File: config.mk
export PLATFORM = sky130hd
export DESIGN_NAME = gamepad_flight_command_conditioner_unit
export DESIGN_NICKNAME = d
export VERILOG_FILES = /design/src/gfcc_pkg.sv /design/src/gamepad_flight_command_conditioner_unit.sv /design/src/gfcc_axis.sv /design/src/gfcc_ctrl.sv
export SDC_FILE = /design/constraint.sdc
export NUM_CORES = 1
export LEC_CHECK = 0
export BUFFER_PORTS_ARGS = -buffer_cell sky130_fd_sc_hd__buf_2
export CAP_MARGIN = 40
export CORE_MARGIN = 2
export CORE_UTILIZATION = 29
export CTS_CLUSTER_DIAMETER = 100
export DETAILED_ROUTE_END_ITERATION = 6
export PLACE_DENSITY = 0.43
export SLEW_MARGIN = 20
export SYNTH_ARGS = -nofsm -noshare
export SYNTH_HDL_FRONTEND = slang
export SYNTH_SLANG_ARGS = --single-unit
File: constraint.sdc
create_clock -name clk -period 10.7 [get_ports clk]
set_clock_uncertainty 0.15 [all_clocks]
set_input_delay 1.605 -clock clk [delete_from_list [all_inputs] [get_ports clk]]
set_output_delay 1.605 -clock clk [all_outputs]
set_load 0.01 [all_outputs]
File: src/gfcc_pkg.sv
`timescale 1ns / 1ps

package gfcc_pkg;

  // Default sizes, handed down from the top level
  localparam int AXIS_FRAC_BITS_DEF = 14;
  localparam int COUNTER_BITS_DEF   = 8;

  // Number of hold-off counters: eight actions plus the camera counter
  localparam int N_ACT = 9;
  localparam int N_AXIS = 4;

  // Action indexes (action_enable / action_buttons bit order)
  localparam int ACT_TAKEOFF   = 0;
  localparam int ACT_LAND      = 1;
  localparam int ACT_VIEW      = 2;
  localparam int ACT_PHOTO     = 3;
  localparam int ACT_RECORD    = 4;
  localparam int ACT_FLIP      = 5;
  localparam int ACT_SLOW      = 6;
  localparam int ACT_EMERGENCY = 7;
  localparam int ACT_CAMERA    = 8;

  // Axis indexes
  localparam int AX_ROLL  = 0;
  localparam int AX_PITCH = 1;
  localparam int AX_CLIMB = 2;
  localparam int AX_YAW   = 3;

  // Configuration register indexes
  localparam int CFG_IDX_BITS = 4;
  localparam logic [CFG_IDX_BITS-1:0] REG_ACTION_ENABLE    = 4'd0;
  localparam logic [CFG_IDX_BITS-1:0] REG_PAIR_MODE        = 4'd1;
  localparam logic [CFG_IDX_BITS-1:0] REG_AXIS_ENABLE      = 4'd2;
  localparam logic [CFG_IDX_BITS-1:0] REG_CAMERA_SUPPORTED = 4'd3;
  localparam logic [CFG_IDX_BITS-1:0] REG_HOLD_OFF_TICKS   = 4'd4;
  localparam logic [CFG_IDX_BITS-1:0] REG_CAMERA_HOLD_OFF  = 4'd5;
  localparam logic [CFG_IDX_BITS-1:0] REG_ARM_HOLD_TICKS   = 4'd6;
  localparam logic [CFG_IDX_BITS-1:0] REG_DEAD_ZONE        = 4'd7;
  localparam int CFG_DATA_BITS = 15;

  typedef struct packed {
    logic [8:0]  action_enable;
    logic [3:0]  pair_mode;
    logic [3:0]  axis_enable;
    logic        camera_supported;
    logic [7:0]  hold_off_ticks;
    logic [7:0]  camera_hold_off;
    logic [6:0]  arm_hold_ticks;
    logic [14:0] dead_zone;
  } cfg_t;

  typedef struct packed {
    logic               device_present;
    logic [8:0]         action_buttons;
    logic [7:0]         direction_buttons;
    logic signed [15:0] roll_stick;
    logic signed [15:0] pitch_stick;
    logic signed [15:0] height_stick;
    logic signed [15:0] yaw_stick;
  } in_word_t;

  typedef struct packed {
    logic [7:0]         action_pulses;
    logic               arm_request;
    logic               camera_valid;
    logic signed [7:0]  camera_tilt;
    logic signed [7:0]  camera_pan;
    logic               hover;
    logic signed [15:0] roll_out;
    logic signed [15:0] pitch_out;
    logic signed [15:0] yaw_out;
    logic signed [15:0] climb_out;
  } out_word_t;

endpackage

File: src/gamepad_flight_command_conditioner_unit.sv
`timescale 1ns / 1ps
// Gamepad flight command conditioner.
// Input channel (in_valid / in_stall / in_data): one word per control tick holding the
// presence flag, action buttons, direction buttons and four stick axes.
// Output channel (out_valid / out_stall / out_data): exactly one result word per input word,
// in order: action pulses, arm request, camera command, hover flag and four conditioned axes.
// Configuration channel (cfg_valid / cfg_ready / cfg_index / cfg_data): cfg_ready is always
// high; write only while no word is in flight. Indexes outside the register list are dropped.
// Registers: the accepted word lands in the input register, then its result in the result
// register, which drives out_valid and out_data.
// Throughput: one word per cycle while the receiver does not stall; the only loop is the
// counter/countdown update, which closes within the single logic stage between the two registers.
// Stall: when the receiver stalls with a result waiting, the input register still takes one
// more word; after that in_stall rises until the result word is taken.
// Reset (rst, synchronous): both registers empty, hold-off counters and arm countdown zero,
// configuration registers at their defaults (hold-off 16, camera hold-off 8, arm hold 100,
// dead zone 1638, everything else zero).
module gamepad_flight_command_conditioner_unit #(
  parameter int AXIS_FRAC_BITS = gfcc_pkg::AXIS_FRAC_BITS_DEF,
  parameter int COUNTER_BITS   = gfcc_pkg::COUNTER_BITS_DEF
) (
  input  logic                                  clk,
  input  logic                                  rst,
  input  logic                                  in_valid,
  output logic                                  in_stall,
  input  gfcc_pkg::in_word_t                    in_data,
  output logic                                  out_valid,
  input  logic                                  out_stall,
  output gfcc_pkg::out_word_t                   out_data,
  input  logic                                  cfg_valid,
  output logic                                  cfg_ready,
  input  logic [gfcc_pkg::CFG_IDX_BITS-1:0]     cfg_index,
  input  logic [gfcc_pkg::CFG_DATA_BITS-1:0]    cfg_data
);
  import gfcc_pkg::*;

  // Input register
  logic      in_q_valid;
  in_word_t  in_q;
  // Pipe moves when the result register is empty or being drained
  logic      advance;
  logic      step;
  cfg_t      cfg;
  out_word_t result;
  logic      slow;

  logic [AXIS_FRAC_BITS:0] lane_mag [4];
  logic [3:0]              lane_neg;
  logic signed [15:0]      lane_stick [4];

  assign advance   = !out_valid || !out_stall;
  assign step      = in_q_valid && advance;
  assign in_stall  = in_q_valid && !advance;
  assign cfg_ready = 1'b1;

  always_ff @(posedge clk) begin
    if (rst) begin
      in_q_valid <= 1'b0;
    end else if (!in_stall) begin
      in_q_valid <= in_valid;
    end
  end

  // Payload: load only on an accepted word, hold otherwise
  always_ff @(posedge clk) begin
    if (in_valid && !in_stall) begin
      in_q <= in_data;
    end
  end

  always_ff @(posedge clk) begin
    if (rst) begin
      out_valid <= 1'b0;
    end else if (advance) begin
      out_valid <= in_q_valid;
    end
  end

  always_ff @(posedge clk) begin
    if (step) begin
      out_data <= result;
    end
  end

  // Configuration registers
  always_ff @(posedge clk) begin
    if (rst) begin
      cfg.action_enable    <= '0;
      cfg.pair_mode        <= '0;
      cfg.axis_enable      <= '0;
      cfg.camera_supported <= 1'b0;
      cfg.hold_off_ticks   <= 8'd16;
      cfg.camera_hold_off  <= 8'd8;
      cfg.arm_hold_ticks   <= 7'd100;
      cfg.dead_zone        <= 15'd1638;
    end else if (cfg_valid && cfg_ready) begin
      unique case (cfg_index)
        REG_ACTION_ENABLE:    cfg.action_enable    <= cfg_data[8:0];
        REG_PAIR_MODE:        cfg.pair_mode        <= cfg_data[3:0];
        REG_AXIS_ENABLE:      cfg.axis_enable      <= cfg_data[3:0];
        REG_CAMERA_SUPPORTED: cfg.camera_supported <= cfg_data[0];
        REG_HOLD_OFF_TICKS:   cfg.hold_off_ticks   <= cfg_data[7:0];
        REG_CAMERA_HOLD_OFF:  cfg.camera_hold_off  <= cfg_data[7:0];
        REG_ARM_HOLD_TICKS:   cfg.arm_hold_ticks   <= cfg_data[6:0];
        REG_DEAD_ZONE:        cfg.dead_zone        <= cfg_data[14:0];
        default: begin
        end
      endcase
    end
  end

  assign lane_stick[AX_ROLL]  = in_q.roll_stick;
  assign lane_stick[AX_PITCH] = in_q.pitch_stick;
  assign lane_stick[AX_CLIMB] = in_q.height_stick;
  assign lane_stick[AX_YAW]   = in_q.yaw_stick;

  // One lane per axis: source select, clamp, slow-mode scale, dead zone.
  // Height is negated to give climb; roll and pitch scale by 3/10, climb and yaw by 1/2.
  for (genvar g = 0; g < N_AXIS; g++) begin : g_lane
    gfcc_axis #(
      .AXIS_FRAC_BITS(AXIS_FRAC_BITS)
    ) u_axis (
      .pair_sel (cfg.pair_mode[g]),
      .stick_sel(cfg.axis_enable[g]),
      .negate   ((g == AX_CLIMB) ? 1'b1 : 1'b0),
      .tenths   ((g == AX_ROLL || g == AX_PITCH) ? 1'b1 : 1'b0),
      .plus     (in_q.direction_buttons[2*g]),
      .minus    (in_q.direction_buttons[2*g+1]),
      .stick    (lane_stick[g]),
      .slow     (slow),
      .dead_zone(cfg.dead_zone),
      .mag      (lane_mag[g]),
      .neg      (lane_neg[g])
    );
  end

  // Hold-off counters, action pulses, camera chord, arm countdown, result assembly
  gfcc_ctrl #(
    .AXIS_FRAC_BITS(AXIS_FRAC_BITS),
    .COUNTER_BITS  (COUNTER_BITS)
  ) u_ctrl (
    .clk    (clk),
    .rst    (rst),
    .step   (step),
    .present(in_q.device_present),
    .buttons(in_q.action_buttons),
    .cfg    (cfg),
    .mag    (lane_mag),
    .neg    (lane_neg),
    .slow   (slow),
    .result (result)
  );

endmodule

File: src/gfcc_axis.sv
`timescale 1ns / 1ps

module gfcc_axis #(
  parameter int AXIS_FRAC_BITS = gfcc_pkg::AXIS_FRAC_BITS_DEF
) (
  input  logic                      pair_sel,
  input  logic                      stick_sel,
  input  logic                      negate,
  input  logic                      tenths,
  input  logic                      plus,
  input  logic                      minus,
  input  logic signed [15:0]        stick,
  input  logic                      slow,
  input  logic [14:0]               dead_zone,
  output logic [AXIS_FRAC_BITS:0]   mag,
  output logic                      neg
);
  import gfcc_pkg::*;

  localparam int MW = AXIS_FRAC_BITS + 1;
  localparam int AW = (AXIS_FRAC_BITS + 3 > 18) ? AXIS_FRAC_BITS + 3 : 18;
  // floor(3m/10) as (m * K3) >> S, exact for m up to one
  localparam int S  = AXIS_FRAC_BITS + 5;
  localparam int K3 = (3 * (2 ** S) + 9) / 10;
  localparam logic [AW-1:0] ONE_W = AW'(1) << AXIS_FRAC_BITS;

  logic signed [AW-1:0] v_ext;
  logic signed [AW-1:0] v_src;
  logic [AW-1:0]        v_abs;
  logic [MW-1:0]        m_raw;
  logic [MW-1:0]        m_scaled;
  logic [MW+S-1:0]      prod;
  logic                 s_raw;

  always_comb begin
    v_ext = {{(AW-16){stick[15]}}, stick};
    v_src = negate ? -v_ext : v_ext;
    v_abs = v_src[AW-1] ? -v_src : v_src;

    // Pick the source, keep sign and clamped magnitude apart
    priority if (pair_sel) begin
      s_raw = minus & ~plus;
      m_raw = (plus ^ minus) ? ONE_W[MW-1:0] : '0;
    end else if (stick_sel) begin
      s_raw = v_src[AW-1];
      m_raw = (v_abs > ONE_W) ? ONE_W[MW-1:0] : v_abs[MW-1:0];
    end else begin
      s_raw = 1'b0;
      m_raw = '0;
    end

    prod = {{S{1'b0}}, m_raw} * (MW+S)'(K3);

    priority if (!slow) begin
      m_scaled = m_raw;
    end else if (tenths) begin
      m_scaled = prod[S +: MW];
    end else begin
      m_scaled = m_raw >> 1;
    end

    // Drop small deflections
    if (AW'(m_scaled) < AW'(dead_zone)) begin
      mag = '0;
      neg = 1'b0;
    end else begin
      mag = m_scaled;
      neg = s_raw;
    end
  end

endmodule

File: src/gfcc_ctrl.sv
`timescale 1ns / 1ps

module gfcc_ctrl #(
  parameter int AXIS_FRAC_BITS = gfcc_pkg::AXIS_FRAC_BITS_DEF,
  parameter int COUNTER_BITS   = gfcc_pkg::COUNTER_BITS_DEF
) (
  input  logic                    clk,
  input  logic                    rst,
  input  logic                    step,
  input  logic                    present,
  input  logic [8:0]              buttons,
  input  gfcc_pkg::cfg_t          cfg,
  input  logic [AXIS_FRAC_BITS:0] mag [4],
  input  logic [3:0]              neg,
  output logic                    slow,
  output gfcc_pkg::out_word_t     result
);
  import gfcc_pkg::*;

  localparam int CW = COUNTER_BITS;
  localparam int XW = COUNTER_BITS + 8;
  localparam int MW = AXIS_FRAC_BITS + 1;
  localparam int AW = (AXIS_FRAC_BITS + 3 > 18) ? AXIS_FRAC_BITS + 3 : 18;
  localparam logic [CW-1:0] CNT_MAX = '1;
  localparam int ARM_LEVEL = ((2 ** AXIS_FRAC_BITS) * 9) / 10;
  localparam logic [MW-1:0] ARM_W = MW'(ARM_LEVEL);

  logic [CW-1:0]        cnt      [N_ACT];
  logic [CW-1:0]        cnt_next [N_ACT];
  logic [CW-1:0]        dec      [N_ACT];
  logic [N_ACT-1:0]     fire;
  logic [CW-1:0]        reload_act;
  logic [CW-1:0]        reload_cam;
  logic [XW-1:0]        ext_act;
  logic [XW-1:0]        ext_cam;
  logic                 chord;
  logic [MW-1:0]        mag_eff [4];
  logic signed [AW-1:0] val     [4];
  logic                 gesture;
  logic signed [7:0]    arm;
  logic signed [7:0]    arm_next;
  logic signed [7:0]    arm_dec;
  logic                 arm_req;
  logic [MW+6:0]        tilt_prod;
  logic [MW+6:0]        pan_prod;
  logic [7:0]           tilt_mag;
  logic [7:0]           pan_mag;

  always_comb begin
    ext_act    = XW'(cfg.hold_off_ticks);
    ext_cam    = XW'(cfg.camera_hold_off);
    reload_act = (ext_act > XW'(CNT_MAX)) ? CNT_MAX : ext_act[CW-1:0];
    reload_cam = (ext_cam > XW'(CNT_MAX)) ? CNT_MAX : ext_cam[CW-1:0];

    // Advance every counter first, then test for zero
    for (int i = 0; i < N_ACT; i++) begin
      dec[i] = (cnt[i] != '0) ? cnt[i] - CW'(1) : '0;
    end
    for (int i = 0; i < N_ACT - 1; i++) begin
      fire[i] = present && cfg.action_enable[i] && buttons[i] && (dec[i] == '0);
    end
    chord = present && cfg.action_enable[ACT_CAMERA] && buttons[ACT_CAMERA];
    fire[ACT_CAMERA] = chord && (dec[ACT_CAMERA] == '0) && cfg.camera_supported;
    slow = fire[ACT_SLOW];
  end

  always_comb begin
    for (int i = 0; i < N_ACT; i++) begin
      if (fire[i]) begin
        cnt_next[i] = (i == ACT_CAMERA) ? reload_cam : reload_act;
      end else begin
        cnt_next[i] = dec[i];
      end
    end

    // Chord takes climb and yaw away from the vehicle
    for (int i = 0; i < N_AXIS; i++) begin
      mag_eff[i] = (chord && (i == AX_CLIMB || i == AX_YAW)) ? '0 : mag[i];
      val[i] = neg[i] ? -AW'(mag_eff[i]) : AW'(mag_eff[i]);
    end

    tilt_prod = {7'b0, mag[AX_CLIMB]} * (MW+7)'(100);
    pan_prod  = {7'b0, mag[AX_YAW]} * (MW+7)'(100);
    tilt_mag  = {1'b0, tilt_prod[AXIS_FRAC_BITS +: 7]};
    pan_mag   = {1'b0, pan_prod[AXIS_FRAC_BITS +: 7]};

    gesture = !neg[AX_PITCH] && (mag_eff[AX_PITCH] > ARM_W) &&
              neg[AX_CLIMB] && (mag_eff[AX_CLIMB] > ARM_W);
    arm_dec  = arm - 8'sd1;
    arm_req  = 1'b0;
    arm_next = arm;
    if (present) begin
      if (gesture) begin
        if (arm_dec <= 8'sd0) begin
          arm_req  = 1'b1;
          arm_next = {1'b0, cfg.arm_hold_ticks};
        end else begin
          arm_next = arm_dec;
        end
      end else begin
        arm_next = {1'b0, cfg.arm_hold_ticks};
      end
    end

    result = '0;
    if (!present) begin
      result.hover = 1'b1;
    end else begin
      result.action_pulses = {1'b0, fire[ACT_EMERGENCY], fire[ACT_FLIP:ACT_TAKEOFF]};
      result.arm_request   = arm_req;
      result.camera_valid  = fire[ACT_CAMERA];
      if (fire[ACT_CAMERA]) begin
        result.camera_tilt = neg[AX_CLIMB] ? -tilt_mag : tilt_mag;
        result.camera_pan  = neg[AX_YAW] ? -pan_mag : pan_mag;
      end
      result.hover = (mag_eff[AX_ROLL] == '0) && (mag_eff[AX_PITCH] == '0) &&
                     (mag_eff[AX_CLIMB] == '0) && (mag_eff[AX_YAW] == '0);
      result.roll_out  = val[AX_ROLL][15:0];
      result.pitch_out = val[AX_PITCH][15:0];
      result.yaw_out   = val[AX_YAW][15:0];
      result.climb_out = val[AX_CLIMB][15:0];
    end
  end

  always_ff @(posedge clk) begin
    if (rst) begin
      for (int i = 0; i < N_ACT; i++) begin
        cnt[i] <= '0;
      end
      arm <= 8'sd0;
    end else if (step) begin
      for (int i = 0; i < N_ACT; i++) begin
        cnt[i] <= cnt_next[i];
      end
      arm <= arm_next;
    end
  end

endmodule

After elaboration in Yosys (flattened, before gate mapping)

Memory sizes are Yosys's and may differ from the RTL's.
Index checks and enable logic that the tools add are counted.

Flip-flop bits (word level): 239
Input bits: 106
RAM bits: 72
Output and inout port bits: 94
Memories kept: 1

Multipliers: 4
Mux-type cells: 83
Bitwise logic cells: 21
Reductions and logical operators: 83
$lt $le $gt $ge: 11
Equality and inequality tests: 7
Add/subtract/negate cells: 21

Memories:

| memory     | words | width | read ports | clocked after Yosys merged registers in | wr ports | RTL line        | RTL |
|---|---|---|---|---|---|---|---|
| u_ctrl.cnt | 9     | 8     | 9          | 0                                       | 9        | gfcc_ctrl.sv:28 | `logic [CW-1:0] cnt [N_ACT];` |

Operators with widths:

| operator                                                                          | number |
|---|---|
| 15-bit 2-to-1 mux                                                                 | 30 |
| 8-bit 2-to-1 mux                                                                  | 31 |
| 18-bit by 15-bit > comparator with 1-bit output (second input constant)           | 4 |
| 8-bit logical NOT                                                                 | 9 |
| 18-bit 2-to-1 mux                                                                 | 4 |
| 16-bit negation with 18-bit output                                                | 4 |
| 8-bit nonzero test                                                                | 9 |
| 8-bit by 1-bit subtractor with 8-bit output (second input constant)               | 9 |
| 15-bit by 18-bit multiplier with 33-bit output (second input constant)            | 2 |
| 15-bit negation with 16-bit output                                                | 4 |
| 15-bit logical NOT                                                                | 4 |
| 15-bit < comparator                                                               | 4 |
| 15-bit by 5-bit multiplier with 19-bit output (second input constant)             | 2 |
| 1-bit logical AND                                                                 | 37 |
| 15-bit by 14-bit > comparator with 1-bit output (second input constant)           | 2 |
| 2-bit AND reduction                                                               | 15 |
| 1-bit 2-to-1 mux                                                                  | 18 |
| 18-bit negation                                                                   | 1 |
| 4-bit by 3-bit equality test with 1-bit output (second input constant)            | 4 |
| 7-bit negation with 8-bit output                                                  | 2 |
| 1-bit OR                                                                          | 9 |
| 4-bit by 2-bit equality test with 1-bit output (second input constant)            | 2 |
| 8-bit by 1-bit less-or-equal comparator with 1-bit output (second input constant) | 1 |
| 8-bit by 2-bit subtractor with 8-bit output (second input constant)               | 1 |
| 8 further kinds                                                                   | 22 |

Longest topological paths before layout

Gate-level depths: netlist of run 1.

Word-level depth: 15
Depth in mapped cells: 52
Depth with buffers taken out: 49

Modules after synthesis

A second synthesis of run 1 with hierarchy kept.

Cells, all modules: 4579
Area total of the unflattened synthesis: 42301.8 sq um

Modules (own cells, without submodules):

| module                                  | times used | sequential area each (sq um) | cells each | area an instance (sq um) |
|---|---|---|---|---|
| gfcc_ctrl                               | 1          | 2322.2                       | 1271       | 10187.3 |
| gamepad_flight_command_conditioner_unit | 1          | 6356.1                       | 400        | 7564.8 |
| gfcc_axis (g_lane[2].u_axis)            | 1          | 0.0                          | 755        | 6199.7 |
| gfcc_axis (g_lane[3].u_axis)            | 1          | 0.0                          | 729        | 6155.9 |
| gfcc_axis (g_lane[0].u_axis)            | 1          | 0.0                          | 713        | 6120.9 |
| gfcc_axis (g_lane[1].u_axis)            | 1          | 0.0                          | 711        | 6073.3 |

Least setup slack after synthesis of run 1

Ideal clock, no wire load.

Path kind: register to register
From: register in_q[32] (netlist bit)
To: register u_ctrl.arm[3]
Buffers on the path: 3
Setup slack: -0.507 ns
Stages on the path, launching flop included: 50
Setup time: 0.074 ns
Data arrival time: 10.983 ns
Clock period less this slack: 11.207 ns
Cell sequence: edfxtp_1 -> inv_1 -> ha_1 -> or3b_2 -> nand4bb_1 -> a211oi_1 -> a41oi_1 -> o41a_1 -> or2_1 -> buf_6 -> buf_6 -> nor2_1 -> inv_1 -> ha_1 -> fa_1 -> inv_1 -> fa_1 -> inv_1 -> (+14 left out) -> inv_1 -> ha_1 -> a21o_1 -> a21o_1 -> a211oi_1 -> o2111a_1 -> a22oi_1 -> clkbuf_1 -> nand2_1 -> inv_1 -> ha_1 -> o21ai_0 -> a31o_2 -> o2111ai_2 -> a21boi_4 -> nand2_4 -> or4_1 -> a31oi_1

Cells in the longest elaborated chain, start to end: 15
Elaborated cells on any way between the ends: 17

Ends and longest elaborated chain:

| what                                              | RTL line                                      | RTL |
|---|---|---|
| start, declared                                   | gamepad_flight_command_conditioner_unit.sv:39 | `in_word_t in_q;` |
| start signal, assigned                            | gamepad_flight_command_conditioner_unit.sv:67 | `in_q <= in_data;` |
| 16-bit negation with 18-bit output                | gfcc_axis.sv:38                               | `v_abs = v_src[AW-1] ? -v_src : v_src;` |
| 18-bit 2-to-1 mux *                               | gfcc_axis.sv:38                               |  |
| 18-bit by 15-bit > comparator with 1-bit output   | gfcc_axis.sv:46                               | `m_raw = (v_abs > ONE_W) ? ONE_W[MW-1:0] : v_abs[MW-1:0];` |
| 15-bit 2-to-1 mux *                               | gfcc_axis.sv:46                               |  |
| 15-bit 2-to-1 mux *                               | gfcc_axis.sv:44                               | `end else if (stick_sel) begin` |
| 15-bit 2-to-1 mux *                               | gfcc_axis.sv:41                               | `priority if (pair_sel) begin` |
| 15-bit by 18-bit multiplier with 33-bit output    | gfcc_axis.sv:52                               | `prod = {{S{1'b0}}, m_raw} * (MW+S)'(K3);` |
| 15-bit 2-to-1 mux *                               | gfcc_axis.sv:54                               | `priority if (!slow) begin` |
| 15-bit < comparator                               | gfcc_axis.sv:63                               | `if (AW'(m_scaled) < AW'(dead_zone)) begin` |
| 15-bit 2-to-1 mux *                               | gfcc_axis.sv:63                               |  |
| net g_lane[1].u_axis.mag[0]                       | gfcc_axis.sv:15                               | `output logic [AXIS_FRAC_BITS:0] mag,` |
| 15-bit by 14-bit > comparator with 1-bit output * | gfcc_ctrl.sv:87                               | `gesture = !neg[AX_PITCH] && (mag_eff[AX_PITCH] > ARM_W) &&` |
| 1-bit logical AND * (2 in series)                 | gfcc_ctrl.sv:87                               |  |
| 1-bit logical AND *                               | gfcc_ctrl.sv:88                               | `neg[AX_CLIMB] && (mag_eff[AX_CLIMB] > ARM_W);` |
| 8-bit 2-to-1 mux *                                | gfcc_ctrl.sv:93                               | `if (gesture) begin` |
| end signal, assigned                              | gfcc_ctrl.sv:135                              | `arm <= arm_next;` |
| end, declared                                     | gfcc_ctrl.sv:40                               | `logic signed [7:0] arm;` |

The timed path passes the listed nets; every way through them passes the cells marked *.
A chain may end at the register's enable or synchronous reset.

Worst setup path after layout of run 1

From: register in_q[36] (netlist bit)
To: register u_ctrl.arm[0]

Cells in the longest elaborated chain, start to end: 15
Elaborated cells on any way between the ends: 17

Ends and longest elaborated chain:

| what                                                                                 | RTL line |
|---|---|
| 16-bit negation with 18-bit output                                                   | gfcc_axis.sv:38 |
| 18-bit 2-to-1 mux *                                                                  | gfcc_axis.sv:38 |
| 18-bit by 15-bit > comparator with 1-bit output                                      | gfcc_axis.sv:46 |
| 15-bit 2-to-1 mux *                                                                  | gfcc_axis.sv:46 |
| 15-bit 2-to-1 mux *                                                                  | gfcc_axis.sv:44 |
| 15-bit 2-to-1 mux *                                                                  | gfcc_axis.sv:41 |
| 15-bit by 18-bit multiplier with 33-bit output                                       | gfcc_axis.sv:52 |
| 15-bit 2-to-1 mux *                                                                  | gfcc_axis.sv:54 |
| 15-bit < comparator                                                                  | gfcc_axis.sv:63 |
| 15-bit 2-to-1 mux or 1-bit 2-to-1 mux (tied branches)                                | gfcc_axis.sv:63 |
| 15-bit by 14-bit > comparator with 1-bit output or 1-bit logical NOT (tied branches) | gfcc_ctrl.sv:87 |
| 1-bit logical AND * (2 in series)                                                    | gfcc_ctrl.sv:87 |
| 1-bit logical AND *                                                                  | gfcc_ctrl.sv:88 |
| 8-bit 2-to-1 mux *                                                                   | gfcc_ctrl.sv:93 |

Mark *: on every way between the ends. The rest lies on a longest branch, timed or not.

==> results of run 1 <==
## synthesized netlist by cell type (12+ instances only)
cell,n
ha_1,403
nor2_1,374
inv_1,342
edfxtp_1,244
nand2_1,197
a21oi_1,187
fa_1,166
o21ai_0,103
xnor2_1,98
clkbuf_1,95
nor3_1,76
xor2_1,72
dfxtp_1,66
mux2i_1,60
nand3_1,50
a31oi_1,47
nor2b_1,45
a21o_1,42
o31ai_1,34
or3_1,34
nor4_1,32
nand2b_1,31
or2_2,31
nand4_1,27
and2_1,26
a211oi_1,25
o21a_1,23
a22oi_1,19
and3_1,19
or4_1,19
nor3b_1,18
o211ai_1,16
a211o_1,14
mux2_2,12
o41ai_1,12
## cells by family (layout without fill, tap and decap cells)
group	Yosys count	count (layout)	synth area share (%)
XOR/XNOR	170	170	4.89
adder cells (fa/ha/maj)	570	570	27.5
AO/OA/AOI/OAI	643	643	14.1
AND/OR/NAND/NOR	1035	1035	16.8
multiplexers	73	73	2.49
buffers and inverters	462	990	5.87
other	2	2	0.0247
flip-flops	310	310	28.4
## where the power goes
part	leakage (nW)	switching, mW	internal [mW]
registers	2.92	0.0550	1.36
clock network	0.710	0.627	0.840
logic	14.0	0.264	0.183
total	17.6	0.946	2.39
## per-stage QoR
stage	area, um^2	utilization (%)	hold WS (ns)	worst slack [ns]
after CTS	37400	36.1	0.309	-0.0613
final	38200	36.8	0.311	-0.0199
after detailed placement	35400	34.1	0.300	-0.880
after global routing	38200	36.8	0.328	-0.515
after floorplan	30600	-	0.286	-0.00993
after global placement	35300	34.0	0.294	-0.824
## how the worst min path moves through the flow
| stage | start | end | slack [ns] | cells past startpoint |
|---|---|---|---|---|
| after CTS | cfg[8] | cfg[8] | 0.31 | 2 |
| final | cfg[8] | cfg[8] | 0.31 | 2 |
| after global routing | cfg[3] | cfg[3] | 0.33 | 2 |
| after global placement | cfg[11] | cfg[11] | 0.29 | 2 |
| after floorplan | cfg[11] | cfg[11] | 0.29 | 2 |
| after detailed placement | cfg[8] | cfg[8] | 0.30 | 2 |
## critical path, delay by kind of cell (launching register included)
family | cells | cell delay (ns)
buffers and inverters | 10 | 1.08
AO/OA/AOI/OAI | 18 | 3.65
flip-flops | 1 | 0.38
adder cells (fa/ha/maj) | 9 | 3.09
XOR/XNOR | 2 | 0.42
AND/OR/NAND/NOR | 10 | 1.77
## metal layers
metal | GRT usage, % | routed length [um]
met4 | 4.47 | 2270
met3 | 2.11 | 3920
met5 | 0 | 23
met2 | 30.0 | 45900
met1 | 24.8 | 46200
## registers in the layout, indices dropped and copies added (netlist names)
name and count:
u_ctrl.arm 8, in_q_valid 1, cfg 56, in_q 82, out_data 90, out_valid 1, u_ctrl.cnt 72
## cell type report
class / count / share of cell area, %
inverters: 344 / 3.39
clock buffers: 62 / 3.21
repair buffers: 564 / 10.1
clock inverters: 20 / 0.577
flip-flops and latches: 310 / 22.7
well taps: 1380 / 4.52
multi-input cells: 2493 / 55.5
## repair_timing
item                       CTS  global route
buffers inserted            22            13
setup endpoints to repair   28            33
pin swaps                   66           118
resized for setup           79           145
==> impl_metrics.json, run 1 <==
{
  "outcome": "finished, violations left",
  "violations": "negative setup slack",
  "path_max_fanout": 8,
  "p_leak_nw": 17.6,
  "timing.rr.end": "u_ctrl.arm[0]",
  "multi_input_area_um2": 21200,
  "clock-sinks": 310,
  "yosysWarnings": 0,
  "ys_seq_elements": 310,
  "finalCriticalPeriod_ns": 10.72,
  "yosysSeqAreaShare_pct": 28.4,
  "rsz0062_at_grt": "yes",
  "first_iter_violations": 1491,
  "slowest_stage": "or4_4",
  "dr.pass1.iters": 5,
  "place_inst": 5060,
  "syn-num-nets": 3940,
  "die-area_um2": 108000,
  "cts_tree": "done",
  "r2r-start": "in_q[36]",
  "drive_gt1_share_pct": 23.6,
  "nNetsFinal": 4432,
  "max_slew_margin_pct": 44.8,
  "die_x_um": 328,
  "area_delta_synth_final_pct": 25.3,
  "gp_congestion": 0.853,
  "critPathLaunch": "in_q[36]",
  "synth_top_area_share_pct": 24.1,
  "fin_ws_ns": -0.0199,
  "end_kind": "flip-flop",
  "cp.required_ns": 11.01,
  "ff2ff_path_depth": 49,
  "final-hold-violation-count": 0,
  "ff2ff_setup_slack_ns": -0.02,
  "finalCritPeriodShare_pct": 100,
  "layout_common_cells": "nor2_1, ha_1, buf_4",
  "ctsHoldBuffers": 0,
  "n_antenna_cell": 0,
  "worst_path_largest_cell_delay_ns": 0.59,
  "fin_cells": 5173,
  "cts_buffers": 44,
  "timing.fmax_mhz": 93.3,
  "rows": 118,
  "maxCapViolations": 0,
  "ys.flop_type": "edfxtp_1",
  "routed_wl_mm": 98.4,
  "vias": 25400,
  "clock_tree.buffer_depth": 3,
  "syn_area_um2": 30500,
  "grt.total_usage_pct": 18.0,
  "synth.distinct_cells": 98,
  "critPathKind": "reg2reg",
  "antenna_found_initial": 4,
  "overflow": 0,
  "crit_arrival_ns": 11.03,
  "die_h_um": 328,
  "hp-class": "reg2reg",
  "core_area_um2": 104000,
  "dp_hpwl_mm": 77.8,
  "io_pins": 200,
  "power_mw": 3.33,
  "grt_pass1_vias": 25500,
  "clkTransAtPathRegs_ns": 0.05,
  "startpoint_type": "flip-flop",
  "fin_setup_tns_ns": -0.0323,
  "setup_viol": 2,
  "seqCellArea_um2": 8650,
  "synth.largest_area_cell": "edfxtp_1",
  "root_buffer": "clkbuf_16",
  "peakVddDrop_uv": 105,
  "synth_area_leaders": "edfxtp_1, ha_1, fa_1",
  "fillCellCount": 10600,
  "slew_violations": 0,
  "grt_max_degree": 71,
  "p_per_area_nw_per_um2": 87.3,
  "port-buffer-count": 197,
  "antenna_left": 0,
  "insertion_delay_ns": 0.63,
  "synth.avg_cell_area_um2": 9.33,
  "syn_inst": 3265,
  "synthArstFlopShare_pct": 0,
  "wire_per_inst_um": 19.0,
  "synth_edf_count": 244,
  "grt_pass1_wl_mm": 150,
  "via_per_inst": 4.91,
  "cts.htree.levels": 2,
  "initial_core_util_pct": 29.3,
  "drc": 0,
  "worst_pin_slew_ns": 0.820,
  "crit_path_end": "u_ctrl.arm[0]"
}
Power figures use the tool's default switching activity.
==> run 2: changes to the inputs <==
--- a/config.mk
+++ b/config.mk
@@ -11,8 +11,9 @@
 export CORE_UTILIZATION = 29
 export CTS_CLUSTER_DIAMETER = 100
 export DETAILED_ROUTE_END_ITERATION = 6
-export PLACE_DENSITY = 0.43
+export PLACE_DENSITY = 0.42
 export SLEW_MARGIN = 20
 export SYNTH_ARGS = -nofsm -noshare
 export SYNTH_HDL_FRONTEND = slang
+export SYNTH_HIERARCHICAL = 1
 export SYNTH_SLANG_ARGS = --single-unit
==> constraint.sdc (replaced) <==
create_clock -name clk -period 10.7 [get_ports clk]
set_clock_uncertainty 0.15 [all_clocks]
set_input_delay 0.535 -clock clk [delete_from_list [all_inputs] [get_ports clk]]
set_output_delay 0.535 -clock clk [all_outputs]
set_load 0.01 [all_outputs]
==> run 2 against run 1 <==
  * The flow still finishes with violations (negative setup slack)
  * Maximum frequency is 8.0% lower
  * Core utilization is 0.68 points higher
  * Synthesized area rose by 39%
  * Critical path type unchanged
  * First-iteration DRC count up 18%
  * Setup slack worse by 0.94 ns
  * Global-route usage grew 0.45 points
  * Largest cell class unchanged
  * Clock power is 7% higher
==> impl_metrics.json, run 2 <==
{
  "cts_buffers": 46,
  "place_area_um2": 49700,
  "top_regs": "out_data (91), in_q (82), u_ctrl/cnt (72)",
  "drive_gt1_share_pct": 24.8,
  "wire_per_inst_um": 18.6,
  "largest_reg_flops": 91,
  "maxCapViolations": 0,
  "syn_inst": 4579,
  "mostFrequentLayoutCell": "inv_1",
  "max_flop_register": "out_data",
  "r2r-start": "in_q[43]",
  "synth.avg_cell_area_um2": 9.24,
  "clkTransAtPathRegs_ns": 0.06,
  "fin_setup_tns_ns": -21.36,
  "cts.htree.levels": 2,
  "ys.flop_type": "edfxtp_1",
  "hold_depth": 3,
  "final-hold-violation-count": 0,
  "clock_tree.buffer_depth": 3,
  "io_pins": 200,
  "worst_pin_slew_ns": 0.843,
  "dr.pass1.iters": 6,
  "slew_violations": 0,
  "peakVddDrop_uv": 103,
  "synth.distinct_cells": 131,
  "first_iter_violations": 1763,
  "crit_family": "compound AO/OA/AOI/OAI gates",
  "synth_compound_area_share_pct": 14.4,
  "hold_start": "out_stall",
  "overflow": 0,
  "fin_ws_ns": -0.958,
  "synth-xor-area-share_pct": 4.89,
  "ff2ff_path_depth": 57,
  "fin_area_um2": 54400,
  "yosysWarnings": 6,
  "finalCritPeriodShare_pct": 109,
  "cts_tree": "done",
  "yosysMostFrequentCell": "inv_1",
  "synthArstFlopShare_pct": 0,
  "routed_wl_mm": 137,
  "max_slew_margin_pct": 43.4,
  "grt_max_degree": 97,
  "via_per_inst": 4.78,
  "holdPathEnd": "out_valid",
  "setup_viol": 35,
  "critPathKind": "reg2reg",
  "antenna_found_initial": 5,
  "synth_edf_count": 245,
  "port-buffer-count": 198,
  "crit_arrival_ns": 11.99,
  "synth_top_area_share_pct": 18.7,
  "yosysSeqAreaShare_pct": 20.5,
  "synth_top_family_by_area": "adder cells",
  "rsz0062_at_grt": "yes",
  "syn_area_um2": 42300,
  "rows": 140,
  "antenna_left": 0,
  "gp_congestion": 0.859,
  "synthMuxAreaShare_pct": 2.43,
  "die_h_um": 386,
  "layout_common_cells": "inv_1, ha_1, buf_4",
  "end_kind": "flip-flop",
  "grt_pass1_vias": 36600,
  "grt.total_usage_pct": 18.5,
  "die-area_um2": 149000,
  "path_max_fanout": 5,
  "synth_simple_gate_area_share_pct": 15.6,
  "vias": 35300,
  "synth.largest_area_cell": "ha_1",
  "synth_area_leaders": "ha_1, edfxtp_1, fa_1",
  "timing.fmax_mhz": 85.8,
  "timing.rr.end": "out_data[64]",
  "worst_path_largest_cell_delay_ns": 0.55,
  "initial_core_util_pct": 29.1,
  "ff2ff_setup_slack_ns": -0.96,
  "slowest_stage": "or4_4",
  "synthAdderAreaFrac_pct": 33.6,
  "drc": 0,
  "core_area_um2": 145000,
  "p_leak_nw": 26.6,
  "die_x_um": 386,
  "hp-class": "in2reg",
  "nNetsFinal": 6488,
  "cp.required_ns": 11.04,
  "violations": "negative setup slack",
  "clock-sinks": 311,
  "grt_pass1_wl_mm": 215,
  "root_buffer": "clkbuf_16",
  "dp_hpwl_mm": 111,
  "insertion_delay_ns": 0.64,
  "startpoint_type": "flip-flop",
  "crit_buf_inv": 16,
  "synth_common_cells": "inv_1, ha_1, nor2_1",
  "power_mw": 3.79,
  "finalCriticalPeriod_ns": 11.66,
  "outcome": "finished, violations left",
  "ys_seq_elements": 311,
  "critPathLaunch": "in_q[43]",
  "p_per_area_nw_per_um2": 69.8,
  "area_delta_synth_final_pct": 28.6
}
-- run 2: cell types whose count changed in the layout (fill, tap and decap cells not counted), moves of 26 or more --
cell           previous run  this run
inv_1                   307       716
nand2b_1                 29        94
fa_1                    151       303
conb_1                    2        32
xnor2_1                  95       121
nor2_1                  356       305
nand4_1                  27        53
and2_1                   24        54
dlygate4sd3_1             0        87
nand3_1                  49        83
mux2i_1                  59        88
ha_1                    356       598
buf_4                   341       590
a21oi_1                 177       213
-- run 2: logic make-up (layout without fill, tap and decap cells) --
family / after synthesis / count (layout)
multiplexers: 101 / 101
adder cells (fa/ha/maj): 947 / 947
flip-flops: 311 / 311
other: 3 / 33
buffers and inverters: 908 / 1770
XOR/XNOR: 229 / 229
AND/OR/NAND/NOR: 1227 / 1228
AO/OA/AOI/OAI: 853 / 854
-- run 2: stage by stage --
stage	instances	hold WS (ns)	setup slack [ns]	utilization [%]
after floorplan	4608	0.294	-1.21	-
after global placement	7106	0.315	-1.38	34.2
after detailed placement	7114	0.322	-1.55	34.2
after CTS	7342	0.00111	-1.01	36.8
after global routing	7389	0.0415	-1.54	37.4
final	7390	0.0517	-0.958	37.5
-- run 2: report_power, final --
group	internal (mW)	switching [mW]
Combinational	0.359	0.449
Clock	0.908	0.658
Sequential	1.37	0.0551
-- run 2: final cells by class --
class                      instances  area, um^2
fill                           14800       90800
multi-input combinational       3391       31900
sequential                       311        8680
timing repair buffer             928        6970
inverter                         757        2860
tap                             1917        2400
clock buffer                      57        1230
clock inverter                    28         309
antenna                            1        2.50
-- run 2: worst max-delay path by stage --
stage	to	slack [ns]	cells past startpoint
after floorplan	u_ctrl/arm[3]	-1.21	57
after global placement	out_data[64]	-1.38	51
after detailed placement	out_data[64]	-1.55	51
after CTS	u_ctrl/arm[2]	-1.01	50
after global routing	u_ctrl/arm[4]	-1.54	55
final	out_data[64]	-0.96	57
-- run 2: routing by layer --
| metal | GRT usage [%] | routed length, um | vias to the layer above |
|---|---|---|---|
| met1 | 26.1 | 67000 | 17000 |
| met4 | 3.80 | 2770 | 4 |
| met2 | 30.4 | 62900 | 516 |
| met5 | 0 | 23 | - |
| met3 | 1.95 | 4720 | 126 |
| li1 | - | - | 17600 |
-- run 2: tightest hold or removal path, cell delays in order --
cell and delay (ns):
buf_2 0.12, a21oi_1 0.07, nor2_1 0.07
-- run 2: what timing repair did --
action / 4_1_cts / 5_1_grt
cloned: 2 / 3
hold buffers: 87 / 0
setup endpoints to repair: 40 / 43
setup buffers: 58 / 49
pin swaps: 109 / 65
gates resized for setup: 175 / 125
endpoints found under the hold margin: 87 / 0
==> run 3: changes to the inputs <==
--- a/config.mk
+++ b/config.mk
@@ -8,10 +8,10 @@
 export BUFFER_PORTS_ARGS = -buffer_cell sky130_fd_sc_hd__buf_2
 export CAP_MARGIN = 40
 export CORE_MARGIN = 2
-export CORE_UTILIZATION = 29
+export CORE_UTILIZATION = 58
 export CTS_CLUSTER_DIAMETER = 100
 export DETAILED_ROUTE_END_ITERATION = 6
-export PLACE_DENSITY = 0.42
+export PLACE_DENSITY = 0.76
 export SLEW_MARGIN = 20
 export SYNTH_ARGS = -nofsm -noshare
 export SYNTH_HDL_FRONTEND = slang
==> run 3 against run 2 <==
  * The run still ends with negative setup slack left
  * Non-clock buffer count fell by 98
  * Die area shrank 50%
  * First-iteration DRC count increased by 84%
  * Core utilization up 34 points
  * Clock power is 3% lower
  * Sequential share of layout area grew 0.72 points
  * Largest cell class unchanged
  * Highest routed layer is now met4
==> impl_metrics.json, run 3 (synthesis gave the netlist of run 2 again) <==
{
  "outcome": "finished, violations left",
  "violations": "negative setup slack",
  "max_slew_margin_pct": 39.5,
  "drc": 0,
  "dp_hpwl_mm": 91.8,
  "layout_common_cells": "inv_1, ha_1, buf_4",
  "use_met1_pct": 40.4,
  "crit_arrival_ns": 12.16,
  "first_iter_violations": 3243,
  "clock_tree.buffer_depth": 3,
  "cts_tree": "done",
  "gp_congestion": 0.946,
  "path_common_cell": "buf_6",
  "top_regs": "out_data (91), in_q (82), u_ctrl/cnt (72)",
  "grt_pass1_wl_mm": 188,
  "grt_use_met2_pct": 52.3,
  "timing.fmax_mhz": 84.8,
  "place_area_um2": 47900,
  "path_depth": 49,
  "insertion_delay_ns": 0.59,
  "cp.required_ns": 11.07,
  "die_x_um": 274,
  "crit_buf_inv": 9,
  "final-hold-violation-count": 0,
  "hp-class": "in2reg",
  "hold_depth": 1,
  "dr.pass1.iters": 6,
  "fin_area_um2": 52000,
  "slowest_stage": "fa_2",
  "io_pins": 200,
  "port-buffer-count": 198,
  "startpoint_type": "flip-flop",
  "via_per_inst": 5.84,
  "finalCritPeriodShare_pct": 110,
  "path_max_fanout": 7,
  "die_h_um": 274,
  "setup_viol": 39,
  "fin_setup_tns_ns": -27.58,
  "largest_reg_flops": 91,
  "peakVddDrop_uv": 147,
  "clock-sinks": 311,
  "fin_ws_ns": -1.09,
  "hold_ws_ns": 0.0213,
  "end_kind": "flip-flop",
  "crit_family": "compound AO/OA/AOI/OAI gates",
  "wire_per_inst_um": 19.1,
  "worst_path_largest_cell_delay_ns": 0.61,
  "area_delta_synth_final_pct": 23.0,
  "ff2ff_path_depth": 49,
  "combinationalPowerShare_pct": 20.7,
  "finalCriticalPeriod_ns": 11.79,
  "core_area_um2": 72600,
  "cts_buffers": 41,
  "grt_max_degree": 91,
  "overflow": 0,
  "root_buffer": "clkbuf_16",
  "max_flop_register": "out_data",
  "slew_violations": 0,
  "net-switching-power_mw": 1.07,
  "cts.htree.levels": 2,
  "p_leak_nw": 25.9,
  "use_met3_pct": 4.69,
  "worst_pin_slew_ns": 0.900,
  "antenna_found_initial": 1,
  "critPathKind": "reg2reg",
  "intPower_mw": 2.63,
  "rows": 99,
  "initial_core_util_pct": 58.3,
  "seq_power_share_pct": 38.4,
  "antenna_left": 0,
  "p_per_area_nw_per_um2": 71.2,
  "swShare_pct": 29.0,
  "mostFrequentLayoutCell": "inv_1",
  "grt_pass1_vias": 36400,
  "vias": 36900,
  "busiest_layer": "met2",
  "drive_gt1_share_pct": 22.9,
  "p_clk_share_pct": 40.9,
  "routed_wl_mm": 121,
  "die-area_um2": 75100,
  "grt.total_usage_pct": 31.2,
  "maxCapViolations": 0,
  "rsz0062_at_grt": "yes",
  "nNetsFinal": 6383,
  "clkTransAtPathRegs_ns": 0.06
}
==> run 3: cell count changes in the layout (fill, tap and decap cells not counted), sizes merged <==
cell and change:
buf -89, clkbuf -10, dlygate4sd3 -6, inv -6, bufinv +5, clkinvlp -5, clkinv +4, and3b -1
diode +1, o2111ai -1
==> run 3: layer usage <==
| layer | share of wire, % | vias to the layer above |
|---|---|---|
| met4 | 4.6 | 0 |
| met1 | 41 | 17900 |
| li1 | - | 17400 |
| met5 | 0 | - |
| met3 | 6.9 | 316 |
| met2 | 48 | 1303 |
==> run 3: worst paths after layout <==
kind,from,end,slack (ns)
worst min-delay path,in_data[65],in_q[65],0.02
worst max-delay path,in_q[43],u_ctrl/arm[6],-1.09
worst min register to register,cfg[53],cfg[53],0.33
worst max register to register,in_q[43],u_ctrl/arm[6],-1.09
==> run 3: power by group through the flow <==
stage	Clock [mW]	Combinational, mW	Sequential, mW
6_report	1.52	0.767	1.42
5_1_grt	1.58	0.834	1.43
4_1_cts	1.54	0.731	1.42
3_5_place_dp	0	0.681	1.44
3_3_place_gp	0	0.665	1.44
2_1_floorplan	0	0.446	1.44
==> run 3: final cells by class <==
type	instances	area, um^2
Timing Repair Buffer	830	6150
Tap cell	959	1200
Multi-Input combinational cell	3389	31700
Antenna cell	2	5.00
Inverter	757	2860
Clock inverter	26	375
Clock buffer	50	1100
Sequential cell	311	8680
Fill cell	5245	20600
==> run 3: per-stage QoR <==
step,power (mW),util (%),std cells,setup WS (ns)
final,3.70,71.7,6324,-1.09
after global routing,3.84,71.7,6322,-1.53
after CTS,3.69,70.5,6282,-0.865
after detailed placement,2.12,66.0,6084,-1.21
after global placement,2.11,65.9,6078,-0.944
after floorplan,1.89,-,4608,-1.21
==> run 3: repair_timing <==
action / 4_1_cts / 5_1_grt
hold endpoints to repair: 81 / 0
hold buffers: 81 / 0
setup buffers: 44 / 39
pin swaps: 103 / 99
cloned: 0 / 2
resized for setup: 139 / 122
setup endpoints to repair: 40 / 43
